File: src/hw/rtl/sstw_pkg.sv
`timescale 1ns / 1ps
`default_nettype none
// ----------------------------------------------------------------------------
// sstw_pkg
// Shared types, command codes and the character-to-segment encoder of the
// seven-segment two-wire digit writer.
// ----------------------------------------------------------------------------
package sstw_pkg;

   // item commands
   localparam logic CMD_SHOW = 1'b0;
   localparam logic CMD_TICK = 1'b1;

   // configuration register indexes
   localparam int unsigned CSR_INDEX_WIDTH = 1;
   localparam int unsigned CSR_DATA_WIDTH  = 3;
   localparam logic [CSR_INDEX_WIDTH-1:0] REG_BRIGHTNESS = 1'd0;
   localparam logic [CSR_INDEX_WIDTH-1:0] REG_DP_ENABLE  = 1'd1;
   localparam logic [2:0] BRIGHTNESS_RESET = 3'd5;

   // sequence steps: 0 is idle, 1..10 walk the three transfers
   localparam logic [3:0] STEP_IDLE     = 4'd0;
   localparam logic [3:0] STEP_START_A  = 4'd1;
   localparam logic [3:0] STEP_DATA_CMD = 4'd2;
   localparam logic [3:0] STEP_STOP_A   = 4'd3;
   localparam logic [3:0] STEP_START_B  = 4'd4;
   localparam logic [3:0] STEP_ADDR     = 4'd5;
   localparam logic [3:0] STEP_SEGS     = 4'd6;
   localparam logic [3:0] STEP_STOP_B   = 4'd7;
   localparam logic [3:0] STEP_START_C  = 4'd8;
   localparam logic [3:0] STEP_CTRL     = 4'd9;
   localparam logic [3:0] STEP_STOP_C   = 4'd10;

   // bytes sent on the wire
   localparam logic [7:0] BYTE_DATA_CMD  = 8'h44;
   localparam logic [5:0] BYTE_ADDR_HIGH = 6'b110000;  // 0xC0 with position below
   localparam logic [4:0] BYTE_CTRL_HIGH = 5'b10001;   // 0x88 with brightness below

   localparam logic [7:0] CHAR_BLANK = 8'h7f;
   localparam logic [7:0] ASCII_ZERO = 8'd48;
   localparam logic [7:0] ASCII_NINE = 8'd57;
   localparam logic [7:0] SEG_POINT  = 8'h80;

   localparam logic [7:0] HEX_SEGMENTS [16] = '{
      8'h3f, 8'h06, 8'h5b, 8'h4f, 8'h66, 8'h6d, 8'h7d, 8'h07,
      8'h7f, 8'h6f, 8'h77, 8'h7c, 8'h39, 8'h5e, 8'h79, 8'h71
   };

   typedef struct packed {
      logic       cmd;
      logic [1:0] digit_position;
      logic [7:0] char_code;
      logic       data_pin_level;
   } req_item_type;

   typedef struct packed {
      logic clock_level;
      logic data_level;
      logic data_drive;
      logic busy_res;
      logic ack_missing;
   } pin_state_type;

   function automatic logic [7:0] encode_segments(input logic [7:0] c, input logic point);
      logic [7:0] s;
      logic [7:0] d;
      d = c - ASCII_ZERO;
      if (c == CHAR_BLANK) begin
         s = 8'h00;
      end else if (c < 8'd16) begin
         s = HEX_SEGMENTS[c[3:0]];
      end else if (c >= ASCII_ZERO && c <= ASCII_NINE) begin
         s = HEX_SEGMENTS[d[3:0]];
      end else begin
         case (c)
            "_":     s = 8'h08;
            "^":     s = 8'h01;
            "-":     s = 8'h40;
            "*":     s = 8'h63;
            "A":     s = 8'h77;
            "b":     s = 8'h7c;
            "c":     s = 8'h58;
            "C":     s = 8'h39;
            "d":     s = 8'h5e;
            "E":     s = 8'h79;
            "F":     s = 8'h71;
            "h":     s = 8'h74;
            "H":     s = 8'h76;
            "I":     s = 8'h30;
            "J":     s = 8'h0e;
            "L":     s = 8'h38;
            "n":     s = 8'h54;
            "N":     s = 8'h37;
            "o":     s = 8'h5c;
            "P":     s = 8'h73;
            "q":     s = 8'h67;
            "u":     s = 8'h1c;
            "U":     s = 8'h3e;
            "y":     s = 8'h66;
            default: s = 8'h00;
         endcase
      end
      return point ? (s | SEG_POINT) : s;
   endfunction

endpackage
`default_nettype wire

File: src/hw/rtl/sstw_ifs.sv
`timescale 1ns / 1ps
`default_nettype none
// ----------------------------------------------------------------------------
// sstw_ifs
// Valid/ready channels of the digit writer: request items in, pin items out.
// ----------------------------------------------------------------------------
interface sstw_req_if;
   logic       valid;
   logic       ready;
   logic       cmd;
   logic [1:0] digit_position;
   logic [7:0] char_code;
   logic       data_pin_level;

   modport source (output valid, cmd, digit_position, char_code, data_pin_level,
                   input ready);
   modport sink   (input valid, cmd, digit_position, char_code, data_pin_level,
                   output ready);
endinterface

interface sstw_rsp_if;
   logic valid;
   logic ready;
   logic clock_level;
   logic data_level;
   logic data_drive;
   logic busy_res;
   logic ack_missing;

   modport source (output valid, clock_level, data_level, data_drive, busy_res,
                   ack_missing, input ready);
   modport sink   (input valid, clock_level, data_level, data_drive, busy_res,
                   ack_missing, output ready);
endinterface
`default_nettype wire

File: src/hw/rtl/sstw_seq.sv
`timescale 1ns / 1ps
`default_nettype none
// ----------------------------------------------------------------------------
// sstw_seq
// Pin sequencer: holds the line state and works out the effect of one item.
// ----------------------------------------------------------------------------
module sstw_seq (
   input  wire logic                   clock,
   input  wire logic                   reset,
   input  wire logic                   adv,
   input  wire sstw_pkg::req_item_type item,
   input  wire logic [2:0]             brightness,
   input  wire logic                   dp_enable,
   output sstw_pkg::pin_state_type     cur_pins,
   output sstw_pkg::pin_state_type     nxt_pins
);
   import sstw_pkg::*;

   logic [3:0] step_ff,  step_in;
   logic [3:0] bit_ff,   bit_in;
   logic [2:0] phase_ff, phase_in;
   logic [7:0] shift_ff, shift_in;
   logic [7:0] seg_ff,   seg_in;
   logic [1:0] pos_ff,   pos_in;
   logic       clk_ff,   clk_in;
   logic       dat_ff,   dat_in;
   logic       drv_ff,   drv_in;
   logic       ack_ff,   ack_in;
   logic       enter;
   logic [3:0] next_step;

   always_comb begin
      step_in   = step_ff;
      bit_in    = bit_ff;
      phase_in  = phase_ff;
      shift_in  = shift_ff;
      seg_in    = seg_ff;
      pos_in    = pos_ff;
      clk_in    = clk_ff;
      dat_in    = dat_ff;
      drv_in    = drv_ff;
      ack_in    = ack_ff;
      enter     = 1'b0;
      next_step = step_ff + 4'd1;

      if (item.cmd == CMD_SHOW) begin
         // a request is dropped unless the writer is idle
         if (step_ff == STEP_IDLE) begin
            pos_in    = item.digit_position;
            seg_in    = encode_segments(item.char_code, dp_enable);
            ack_in    = 1'b0;
            enter     = 1'b1;
            next_step = STEP_START_A;
         end
      end else if (step_ff != STEP_IDLE) begin
         if (step_ff inside {STEP_START_A, STEP_START_B, STEP_START_C}) begin
            phase_in = phase_ff + 3'd1;
            case (phase_ff)
               3'd0:    clk_in = 1'b1;
               3'd1:    dat_in = 1'b1;
               3'd2:    dat_in = 1'b0;
               default: begin
                  clk_in = 1'b0;
                  enter  = 1'b1;
               end
            endcase
         end else if (step_ff inside {STEP_STOP_A, STEP_STOP_B, STEP_STOP_C}) begin
            phase_in = phase_ff + 3'd1;
            case (phase_ff)
               3'd0:    clk_in = 1'b0;
               3'd1:    dat_in = 1'b0;
               3'd2:    clk_in = 1'b1;
               default: begin
                  dat_in = 1'b1;
                  enter  = 1'b1;
               end
            endcase
         end else if (bit_ff < 4'd8) begin
            // three ticks a bit: clock low, data, clock high
            case (phase_ff)
               3'd0: begin
                  clk_in   = 1'b0;
                  phase_in = 3'd1;
               end
               3'd1: begin
                  dat_in   = shift_ff[0];
                  shift_in = {1'b0, shift_ff[7:1]};
                  phase_in = 3'd2;
               end
               default: begin
                  clk_in   = 1'b1;
                  phase_in = 3'd0;
                  bit_in   = bit_ff + 4'd1;
               end
            endcase
         end else if (bit_ff == 4'd8) begin
            case (phase_ff)
               3'd0: begin
                  clk_in   = 1'b0;
                  phase_in = 3'd1;
               end
               3'd1: begin
                  dat_in   = 1'b1;
                  phase_in = 3'd2;
               end
               3'd2: begin
                  clk_in   = 1'b1;
                  phase_in = 3'd3;
               end
               3'd3: begin
                  drv_in   = 1'b0;
                  phase_in = 3'd4;
               end
               3'd4: begin
                  // sample the ack; high means nobody pulled the line
                  if (item.data_pin_level) begin
                     ack_in   = 1'b1;
                     bit_in   = 4'd9;
                     phase_in = 3'd0;
                  end else begin
                     phase_in = 3'd5;
                  end
               end
               3'd5: begin
                  drv_in   = 1'b1;
                  phase_in = 3'd6;
               end
               default: begin
                  dat_in   = 1'b0;
                  bit_in   = 4'd9;
                  phase_in = 3'd0;
               end
            endcase
         end else begin
            case (phase_ff)
               3'd0:    phase_in = 3'd1;
               3'd1: begin
                  drv_in   = 1'b1;
                  phase_in = 3'd2;
               end
               default: enter = 1'b1;
            endcase
         end
      end

      if (enter) begin
         phase_in = 3'd0;
         bit_in   = 4'd0;
         if (next_step > STEP_STOP_C) begin
            step_in = STEP_IDLE;
         end else begin
            step_in = next_step;
            case (next_step)
               STEP_DATA_CMD: shift_in = BYTE_DATA_CMD;
               STEP_ADDR:     shift_in = {BYTE_ADDR_HIGH, pos_ff};
               STEP_SEGS:     shift_in = seg_ff;
               STEP_CTRL:     shift_in = {BYTE_CTRL_HIGH, brightness};
               default:       shift_in = shift_ff;
            endcase
         end
      end
   end

   always_ff @(posedge clock) begin
      if (reset) begin
         step_ff  <= STEP_IDLE;
         bit_ff   <= 4'd0;
         phase_ff <= 3'd0;
         shift_ff <= 8'h00;
         clk_ff   <= 1'b1;
         dat_ff   <= 1'b1;
         drv_ff   <= 1'b1;
         ack_ff   <= 1'b0;
      end else if (adv) begin
         step_ff  <= step_in;
         bit_ff   <= bit_in;
         phase_ff <= phase_in;
         shift_ff <= shift_in;
         clk_ff   <= clk_in;
         dat_ff   <= dat_in;
         drv_ff   <= drv_in;
         ack_ff   <= ack_in;
      end
   end

   always_ff @(posedge clock) begin
      if (adv) begin
         seg_ff <= seg_in;
         pos_ff <= pos_in;
      end
   end

   assign cur_pins = '{clock_level: clk_ff, data_level: dat_ff, data_drive: drv_ff,
                       busy_res: (step_ff != STEP_IDLE), ack_missing: ack_ff};
   assign nxt_pins = '{clock_level: clk_in, data_level: dat_in, data_drive: drv_in,
                       busy_res: (step_in != STEP_IDLE), ack_missing: ack_in};

endmodule
`default_nettype wire

File: src/hw/rtl/seven_segment_two_wire_digit_writer.sv
`timescale 1ns / 1ps
`default_nettype none
// ----------------------------------------------------------------------------
// seven_segment_two_wire_digit_writer
// Writes one digit to a two-wire seven-segment display controller.
// ----------------------------------------------------------------------------
// Usage:
//   req_bus carries items: a show item (cmd 0) with a position and a character
//   code starts a write sequence; a tick item (cmd 1) performs the next pin
//   action and carries the sampled data pin for the ack. Show items that
//   arrive while a sequence runs are dropped; ticks while idle change nothing.
//   rsp_bus returns one item per request item with the clock and data line
//   levels, the data drive enable, busy and the missing-ack flag.
//   csr_we/csr_index/csr_wdata set brightness (index 0) and the decimal point
//   (index 1); write them only while the block is idle.
// Timing:
//   An item passes an input register and an output register to its result.
//   One item is taken every cycle while the output is not stalled; the
//   sequencer update between the two registers is the only work per item.
// Reset:
//   Synchronous, active high. Lines come up high and driven, sequencer idle,
//   brightness 5, point off, both channel stages empty.
// Stall:
//   With rsp_bus.ready low the result holds; one more item is taken into the
//   input register, then req_bus.ready drops until the result drains.
// ----------------------------------------------------------------------------
module seven_segment_two_wire_digit_writer (
   input  wire logic                                  clock,
   input  wire logic                                  reset,
   sstw_req_if.sink                                   req_bus,
   sstw_rsp_if.source                                 rsp_bus,
   input  wire logic                                  csr_we,
   input  wire logic [sstw_pkg::CSR_INDEX_WIDTH-1:0]  csr_index,
   input  wire logic [sstw_pkg::CSR_DATA_WIDTH-1:0]   csr_wdata
);
   import sstw_pkg::*;

   logic          bright_ff;
   logic [2:0]    brightness_ff;
   logic          point_ff;
   logic          in_valid_ff;
   req_item_type  in_item_ff;
   logic          out_valid_ff;
   pin_state_type out_pins_ff;
   logic          adv;
   logic          in_ready;
   pin_state_type cur_pins;
   pin_state_type nxt_pins;

   // csr registers
   always_ff @(posedge clock) begin
      if (reset) begin
         brightness_ff <= BRIGHTNESS_RESET;
         point_ff      <= 1'b0;
         bright_ff     <= 1'b0;
      end else begin
         bright_ff <= 1'b0;
         if (csr_we) begin
            case (csr_index)
               REG_BRIGHTNESS: begin
                  brightness_ff <= csr_wdata[2:0];
                  bright_ff     <= 1'b1;
               end
               REG_DP_ENABLE:  point_ff <= csr_wdata[0];
               default:        ;
            endcase
         end
      end
   end

   // advance the held item into the sequencer when the output slot frees up
   assign adv      = in_valid_ff && (!out_valid_ff || rsp_bus.ready);
   assign in_ready = !in_valid_ff || adv;
   assign req_bus.ready = in_ready;

   always_ff @(posedge clock) begin
      if (reset) begin
         in_valid_ff  <= 1'b0;
         out_valid_ff <= 1'b0;
      end else begin
         if (in_ready) begin
            in_valid_ff <= req_bus.valid;
         end
         if (adv) begin
            out_valid_ff <= 1'b1;
         end else if (rsp_bus.ready) begin
            out_valid_ff <= 1'b0;
         end
      end
   end

   always_ff @(posedge clock) begin
      if (in_ready && req_bus.valid) begin
         in_item_ff <= '{cmd: req_bus.cmd, digit_position: req_bus.digit_position,
                         char_code: req_bus.char_code,
                         data_pin_level: req_bus.data_pin_level};
      end
      if (adv) begin
         out_pins_ff <= nxt_pins;
      end
   end

   sstw_seq u_seq (
      .clock      (clock),
      .reset      (reset),
      .adv        (adv),
      .item       (in_item_ff),
      .brightness (brightness_ff),
      .dp_enable  (point_ff),
      .cur_pins   (cur_pins),
      .nxt_pins   (nxt_pins)
   );

   assign rsp_bus.valid       = out_valid_ff;
   assign rsp_bus.clock_level = out_pins_ff.clock_level;
   assign rsp_bus.data_level  = out_pins_ff.data_level;
   assign rsp_bus.data_drive  = out_pins_ff.data_drive;
   assign rsp_bus.busy_res    = out_pins_ff.busy_res;
   assign rsp_bus.ack_missing = out_pins_ff.ack_missing;

   // an idle writer leaves both lines high and driven
   a_idle_lines: assert property (@(posedge clock) disable iff (reset)
      !cur_pins.busy_res |-> (cur_pins.clock_level && cur_pins.data_level &&
                              cur_pins.data_drive))
      else $error("idle writer with a line low or released");

   // a held item never disappears without moving on
   a_hold_item: assert property (@(posedge clock) disable iff (reset)
      (in_valid_ff && !adv) |=> in_valid_ff)
      else $error("input item dropped while stalled");

   // every advance lands a result in the output register
   a_adv_result: assert property (@(posedge clock) disable iff (reset)
      adv |=> out_valid_ff)
      else $error("advance without a result");

   // brightness writes land only on their own index
   a_csr_bright: assert property (@(posedge clock) disable iff (reset)
      bright_ff |-> ($past(csr_we) && $past(csr_index) == REG_BRIGHTNESS))
      else $error("brightness changed by another register write");

endmodule
`default_nettype wire
File: src/flat_wrapper.sv
// flat-port wrapper written by rule: the top's interface ports become plain ports
module seven_segment_two_wire_digit_writer_flat import sstw_pkg::*;
  (clock, reset, csr_we, csr_index, csr_wdata, req_bus_valid, req_bus_cmd, req_bus_digit_position, req_bus_char_code, req_bus_data_pin_level, req_bus_ready, rsp_bus_valid, rsp_bus_clock_level, rsp_bus_data_level, rsp_bus_data_drive, rsp_bus_busy_res, rsp_bus_ack_missing, rsp_bus_ready);
  sstw_req_if req_bus_i ();
  sstw_rsp_if rsp_bus_i ();
  input  wire logic clock;
  input  wire logic reset;
  input  wire logic csr_we;
  input  wire logic [sstw_pkg::CSR_INDEX_WIDTH-1:0] csr_index;
  input  wire logic [sstw_pkg::CSR_DATA_WIDTH-1:0] csr_wdata;
  input wire logic [$bits(req_bus_i.valid)-1:0] req_bus_valid;
  input wire logic [$bits(req_bus_i.cmd)-1:0] req_bus_cmd;
  input wire logic [$bits(req_bus_i.digit_position)-1:0] req_bus_digit_position;
  input wire logic [$bits(req_bus_i.char_code)-1:0] req_bus_char_code;
  input wire logic [$bits(req_bus_i.data_pin_level)-1:0] req_bus_data_pin_level;
  output wire logic [$bits(req_bus_i.ready)-1:0] req_bus_ready;
  output wire logic [$bits(rsp_bus_i.valid)-1:0] rsp_bus_valid;
  output wire logic [$bits(rsp_bus_i.clock_level)-1:0] rsp_bus_clock_level;
  output wire logic [$bits(rsp_bus_i.data_level)-1:0] rsp_bus_data_level;
  output wire logic [$bits(rsp_bus_i.data_drive)-1:0] rsp_bus_data_drive;
  output wire logic [$bits(rsp_bus_i.busy_res)-1:0] rsp_bus_busy_res;
  output wire logic [$bits(rsp_bus_i.ack_missing)-1:0] rsp_bus_ack_missing;
  input wire logic [$bits(rsp_bus_i.ready)-1:0] rsp_bus_ready;
  assign req_bus_i.valid = req_bus_valid;
  assign req_bus_i.cmd = req_bus_cmd;
  assign req_bus_i.digit_position = req_bus_digit_position;
  assign req_bus_i.char_code = req_bus_char_code;
  assign req_bus_i.data_pin_level = req_bus_data_pin_level;
  assign req_bus_ready = req_bus_i.ready;
  assign rsp_bus_valid = rsp_bus_i.valid;
  assign rsp_bus_clock_level = rsp_bus_i.clock_level;
  assign rsp_bus_data_level = rsp_bus_i.data_level;
  assign rsp_bus_data_drive = rsp_bus_i.data_drive;
  assign rsp_bus_busy_res = rsp_bus_i.busy_res;
  assign rsp_bus_ack_missing = rsp_bus_i.ack_missing;
  assign rsp_bus_i.ready = rsp_bus_ready;
  seven_segment_two_wire_digit_writer u_core (.clock(clock), .reset(reset), .req_bus(req_bus_i), .rsp_bus(rsp_bus_i), .csr_we(csr_we), .csr_index(csr_index), .csr_wdata(csr_wdata));
endmodule
File: config.mk
export PLATFORM = sky130hd
export DESIGN_NAME = seven_segment_two_wire_digit_writer_flat
export DESIGN_NICKNAME = d
export VERILOG_FILES = /design/src/hw/rtl/sstw_pkg.sv /design/src/hw/rtl/sstw_ifs.sv /design/src/hw/rtl/sstw_seq.sv /design/src/hw/rtl/seven_segment_two_wire_digit_writer.sv /design/src/flat_wrapper.sv
export SDC_FILE = /design/constraint.sdc
export NUM_CORES = 1
export LEC_CHECK = 0
export BUFFER_PORTS_ARGS = -buffer_cell sky130_fd_sc_hd__buf_2
export CAP_MARGIN = 5
export CORE_MARGIN = 4
export CORE_UTILIZATION = 55
export DETAILED_ROUTE_END_ITERATION = 16
export MAX_ROUTING_LAYER = met4
export PLACE_DENSITY = 0.74
export SLEW_MARGIN = 10
export SYNTH_ARGS = -nofsm -noshare
export SYNTH_HDL_FRONTEND = slang
export SYNTH_SLANG_ARGS = --single-unit
File: constraint.sdc
create_clock -name clock -period 4.21 [get_ports clock]
set_clock_uncertainty 0.05 [all_clocks]
set_input_delay 0.842 -clock clock [delete_from_list [all_inputs] [get_ports clock]]
set_output_delay 0.842 -clock clock [all_outputs]
set_load 0.05 [all_outputs]
# Word level (Yosys, flattened, before mapping)
# Memory sizes are Yosys's and may differ from the RTL's.
# Cells that the tools add are included.
totals:
  regBits: 56
  rom_bits: 256
  inputBits: 21
  output_inout_bits: 7
  word_cells: 207
  mem_count: 2
op_classes:
  add_sub_neg: 4
  order_cmp: 7
  eq_ne: 47
  mux: 89
  bitwise_logic: 4
  reduce_logical: 30
memory_table:
  columns: ["memory", "words", "width", "rd", "rd_ports_with_merged_regs", "write_ports", "line_no", "source"]
  rows:
  - ["(name not given)", 16, 8, 1, 0, 0, "sstw_pkg.sv:73", "s = HEX_SEGMENTS[d[3:0]];"]
  - ["(name not given)", 16, 8, 1, 0, 0, "sstw_pkg.sv:71", "s = HEX_SEGMENTS[c[3:0]];"]
op_table:
  columns: ["cell", "count"]
  rows:
  - ["== test 8 x 7 -> 1 bit, second input constant", 23]
  - ["one-hot mux 7 bit (24 select lines)", 1]
  - ["2-to-1 mux 8 bit", 15]
  - ["2-to-1 mux 4 bit", 13]
  - ["2-to-1 mux 1 bit", 40]
  - ["one-hot mux 8 bit (4 select lines)", 1]
  - ["2-to-1 mux 3 bit", 8]
  - ["one-hot mux 3 bit (6 select lines)", 1]
  - ["== test 4 x 3 -> 1 bit, second input constant", 4]
  - ["== test 4 bit, second input constant", 4]
  - ["== test 8 x 6 -> 1 bit, second input constant", 2]
  - ["one-hot mux 1 bit (2 select lines)", 7]
  - ["greater-or-equal comparator 5 bit, second input constant", 2]
  - ["NOT 4 -> 5 bit", 2]
  - ["OR reduction 5 bit", 2]
  - ["AND reduction 9 bit", 1]
  - ["nonzero test 3 bit", 3]
  - ["adder 4 x 1 -> 4 bit, second input constant", 2]
  - ["== test 4 x 2 -> 1 bit, second input constant", 2]
  - ["greater-or-equal comparator 8 x 6 -> 1 bit, second input constant", 1]
  - ["less-or-equal comparator 8 x 6 -> 1 bit, second input constant", 1]
  - ["< comparator 8 x 5 -> 1 bit, second input constant", 1]
  - ["one-hot mux 4 bit (2 select lines)", 1]
  - ["nonzero test 4 bit", 2]
  - ["28 further kinds", 42]

# Longest topological paths before layout
depth:
  depth_word: 11
  mapped_depth: 11
  mapped_depth_nobuf: 9

# Modules after synthesis
# Synthesis repeated with hierarchy kept, for this count alone.
hier_totals:
  cells_unflattened: 486
  area_unflattened_um2: 4082.7
modules_own_cells:
  columns: ["module", "instances", "cells_each", "area_per_inst_um2"]
  rows:
  - ["sstw_seq", 1, 441, 3301.9]
  - ["seven_segment_two_wire_digit_writer", 1, 45, 780.7]

# Worst setup path before layout
# No wires, ideal clock.
synth_timing:
  kind: "input port to flip-flop"
  startpoint: "in rsp_bus_ready"
  endpoint: "reg u_core.u_seq.phase_ff[2]"
  setup_time_ns: 0.103
  arrival_time_ns: 2.458
  t_required_ns: 4.057
  setup_slack_ns: 1.598
  path_stages: 7
  cell_sequence: "nor2b_1 > nand2b_1 > buf_2 > clkinv_1 > o21ai_1 > nor2_1 > a2111oi_2"
synth_between:
  elab_chain_len: 3
synth_lines:
  columns: ["item", "line_no", "source"]
  rows:
  - ["start: declaration", "flat_wrapper.sv:23", "input wire logic [$bits(rsp_bus_i.ready)-1:0] rsp_bus_ready;"]
  - ["logical OR 1 bit", "seven_segment_two_wire_digit_writer.sv:72", "assign adv = in_valid_ff && (!out_valid_ff || rsp_bus.ready);"]
  - ["logical AND 1 bit", "seven_segment_two_wire_digit_writer.sv:72", null]
  - ["net u_core.adv", "seven_segment_two_wire_digit_writer.sv:45", "logic adv;"]
  - ["AND reduction 4 bit (no line)", null, null]
  - ["end signal: assignment", "sstw_seq.sv:177", "phase_ff <= phase_in;"]
  - ["end: declaration", "sstw_seq.sv:21", "logic [2:0] phase_ff, phase_in;"]
# The timed path passes the listed nets, and every way through them passes these cells.
# A chain may end at the register's enable or synchronous reset.

# Worst setup path after layout
layout_timing:
  startpoint: "reg u_core.u_seq.step_ff[0]"
  endpoint: "reg u_core.u_seq.shift_ff[7]"
layout_between:
  elab_chain_len: 8
layout_lines:
  columns: ["item", "line_no", "source"]
  rows:
  - ["start: declaration", "sstw_seq.sv:19", "logic [3:0] step_ff, step_in;"]
  - ["start signal: assignment", "sstw_seq.sv:175", "step_ff <= step_in;"]
  - ["parallel branches: the longest is 8 deep, another holds adder 4 x 1 -> 4 bit", null, null]
  - ["end signal: assignment", "sstw_seq.sv:178", "shift_ff <= shift_in;"]
  - ["end: declaration", "sstw_seq.sv:22", "logic [7:0] shift_ff, shift_in;"]
# Parallel ways; which one is timed is not known.

==> results.yml <==
outcome:
  status: "completed"
yosys:
  syn_area_per_cell_um2: 8.609
  yosys_warnings: 0
  async_flop_share_pct: 0
  synth_cell_types: 76
  netlist_area_um2: 3822
  synth_ff_type: "dfxtp_1"
  syn-num-nets: 483
  synth-seq-cells: 56
  synth-edff-count: 27
  synth_cells: 444
  seq_area_frac_synth_pct: 36.40
global_routing:
  grt_max_degree: 29
  grt_util_all_layers_pct: 21.88
  grt_pass1_wl_mm: 14.69
  first_global_vias: 3128
  grt_overflow: 0
  antenna_found_initial: 0
route:
  postRouteAntennaNets: 0
  avgRoutedWirePerCell_um: 16.25
  vias: 3401
  drc_errors: 0
  first_pass_iters: 5
  drt_iter0_drc: 252
  via_per_inst: 6.275
  wl_mm: 8.809
hold_path:
  min_path_type: "flip-flop to flip-flop"
  min_from: "u_core.in_item_ff[9]"
  holdPathEnd: "u_core.u_seq.pos_ff[0]"
  holdPathStages: 0
clock_network:
  insertion_delay_ps: 320
  clk_pin_slew_ps: 100
  cts_root_buffer: "clkbuf_8"
  cts_resized: 0
  cts_max_level: 2
  cts_buffer_depth: 2
  ctsHoldBuffers: 0
  cts_buffers: 5
  post_cts_buffers: 0
  cts.sinks: 56
  cts_tree: "built"
timing:
  rsz0062_at_grt: "no"
  drv_slew: 0
  fin_setup_tns_ps: 0
  post-route-period-util_pct: 71.41
  period_needed_ps: 3006
  worst_slew_pin_slew_ps: 847.4
  finalHoldViolations: 0
  relSlewSlack_pct: 43.51
  finalSetupViolations: 0
  fmax_mhz: 332.6
final_layout:
  regArea_um2: 1391
  nNetsFinal: 500
  nFillCells: 583
  fin_util_pct: 60.35
  syn_to_final_growth_pct: 6.678
  stdcell_count: 542
  layout-drive-gt1-share_pct: 14.07
  n_antenna_cell: 0
  multi_input_area_um2: 2242
  final_area_um2: 4078
power_and_ir_drop:
  power_density_nw_per_um2: 268.8
  ir_drop_mv: 0.1503
  power_uw: 1096
  power_leakage_uw: 0.001459
worst_setup_path:
  crit_required_ps: 4370
  rrSetupSlack_ps: 1200
  r2r_end: "u_core.u_seq.shift_ff[7]"
  cp-end-kind: "flip-flop"
  arrival_ps: 3170
  start_kind: "flip-flop"
  path_class: "flip-flop to flip-flop"
  r2r-start: "u_core.u_seq.step_ff[0]"
  ff2ff_path_depth: 9
  crit_fanout: 11
die:
  die_x_um: 91.37
  die_y_um: 91.37
  core_um2: 6756
  ioPinCount: 28
  rows: 30
  dieArea_um2: 8348
  initial_core_util_pct: 56.57
placement:
  dpl-instance-area_um2: 3981
  dpl.cell_count: 534
  dp_hpwl_mm: 6.567
  gp_congestion: 0.8878
  numPortBuffers: 27
run:
  cap_violations: 0
[layout make-up]
type | count | area share (%)
clock buffer | 5 | 1.688
clock inverter | 3 | 0.6751
inverter | 26 | 2.393
multi-input combinational | 343 | 54.99
sequential | 56 | 34.12
tap | 80 | 2.455
timing repair buffer | 29 | 3.682
[metal layers]
metal	routed length [µm]	global-route usage, %
met5	0	-
met4	169	6.910
met3	596	3.231
met2	4048	33.54
met1	3995	29.89
[synthesized netlist by cell type (3+ instances only)]
cell | instances | share of area [%]
o211ai_1 | 3 | 0.59
ha_1 | 18 | 5.9
o21ai_1 | 6 | 0.79
a21oi_2 | 3 | 0.69
dfxtp_1 | 29 | 15
a31oi_1 | 10 | 1.6
a21oi_1 | 41 | 5.4
mux2i_1 | 7 | 1.8
a22o_1 | 7 | 1.6
nor3b_1 | 3 | 0.59
a211oi_1 | 6 | 1.2
edfxtp_1 | 27 | 21
nand2_1 | 36 | 3.5
clkbuf_1 | 11 | 1.1
or2_2 | 3 | 0.49
mux2_2 | 3 | 0.88
and3_1 | 5 | 0.82
buf_2 | 4 | 0.52
nand2b_1 | 7 | 1.1
nand3_1 | 10 | 1.3
a311oi_1 | 4 | 0.92
o21ai_0 | 34 | 4.5
o32a_1 | 3 | 0.79
inv_1 | 25 | 2.5
nor2b_1 | 10 | 1.6
nor3_1 | 12 | 1.6
a32o_1 | 4 | 1.0
a22oi_1 | 5 | 0.98
nor4_1 | 4 | 0.65
nor2_1 | 47 | 4.6
[worst max-delay path, cell delays in order, from the launching register on]
cell and delay (ps):
dfxtp_1 530, inv_1 150, ha_1 290, nor3b_1 270, a211oi_1 160, nor3_1 700, nand2_1 210, o31ai_4 140
nor2_1 150, a22o_1 260
[cell families after synthesis]
group | count (synthesis) | synth area share (%)
simple gates | 157 | 21.01
fa+ha+maj | 18 | 5.892
compound gates | 152 | 26.74
mux | 12 | 3.895
xor+xnor | 4 | 1.113
buf+inv | 45 | 4.943
flops | 56 | 36.40
[worst max path at each step]
stage,start,endpoint,slack [ps],depth (start not counted)
floorplan,rsp_bus_ready,u_core.u_seq.phase_ff[2],1600,7
global placement,rsp_bus_ready,u_core.u_seq.phase_ff[2],1370,7
detailed placement,rsp_bus_ready,u_core.u_seq.phase_ff[2],1260,7
CTS,u_core.u_seq.step_ff[0],u_core.u_seq.shift_ff[7],1270,9
global route,u_core.u_seq.step_ff[0],u_core.u_seq.shift_ff[7],970,9
finish,u_core.u_seq.step_ff[0],u_core.u_seq.shift_ff[7],1200,9
[registers in the layout, indices dropped and copies added, names as in the netlist, 2 cells and up]
| name | cells |
|---|---|
| u_core.in_item_ff | 12 |
| u_core.u_seq.seg_ff | 8 |
| u_core.u_seq.shift_ff | 8 |
| u_core.brightness_ff | 3 |
| u_core.u_seq.step_ff | 4 |
| u_core.u_seq.bit_ff | 4 |
| u_core.u_seq.pos_ff | 2 |
| u_core.u_seq.phase_ff | 3 |
[layout by cell type (no fill, tap or decap), drive strengths merged, types with 4 or more instances in the layout]
cell type	count
dfxtp	29
nor3	14
a32o	4
o21ai	41
clkbuf	5
nor2	47
edfxtp	27
a21oi	44
a22oi	6
a311oi	4
ha	18
buf	29
nor2b	11
nand2	37
and3	6
a22o	7
a31oi	10
mux2i	8
nor4	4
nand3	10
nand2b	7
inv	26
a211oi	6
[where the power goes]
group          switching [µW]  internal (µW)  leakage (µW)  total (µW)
Sequential               21.0            592      0.000485         613
Clock                     182            122     0.0000463         304
Combinational             113           65.7      0.000927         179
[metrics by stage]
stage | setup WS [ps] | hold slack [ps]
2_1_floorplan | 1598 | 350.3
3_3_place_gp | 1368 | 361.3
3_5_place_dp | 1264 | 364.7
4_1_cts | 1274 | 389.3
5_1_grt | 971.8 | 410.6
6_report | 1204 | 385.6
No activity file was read; power rests on OpenSTA's default activity.
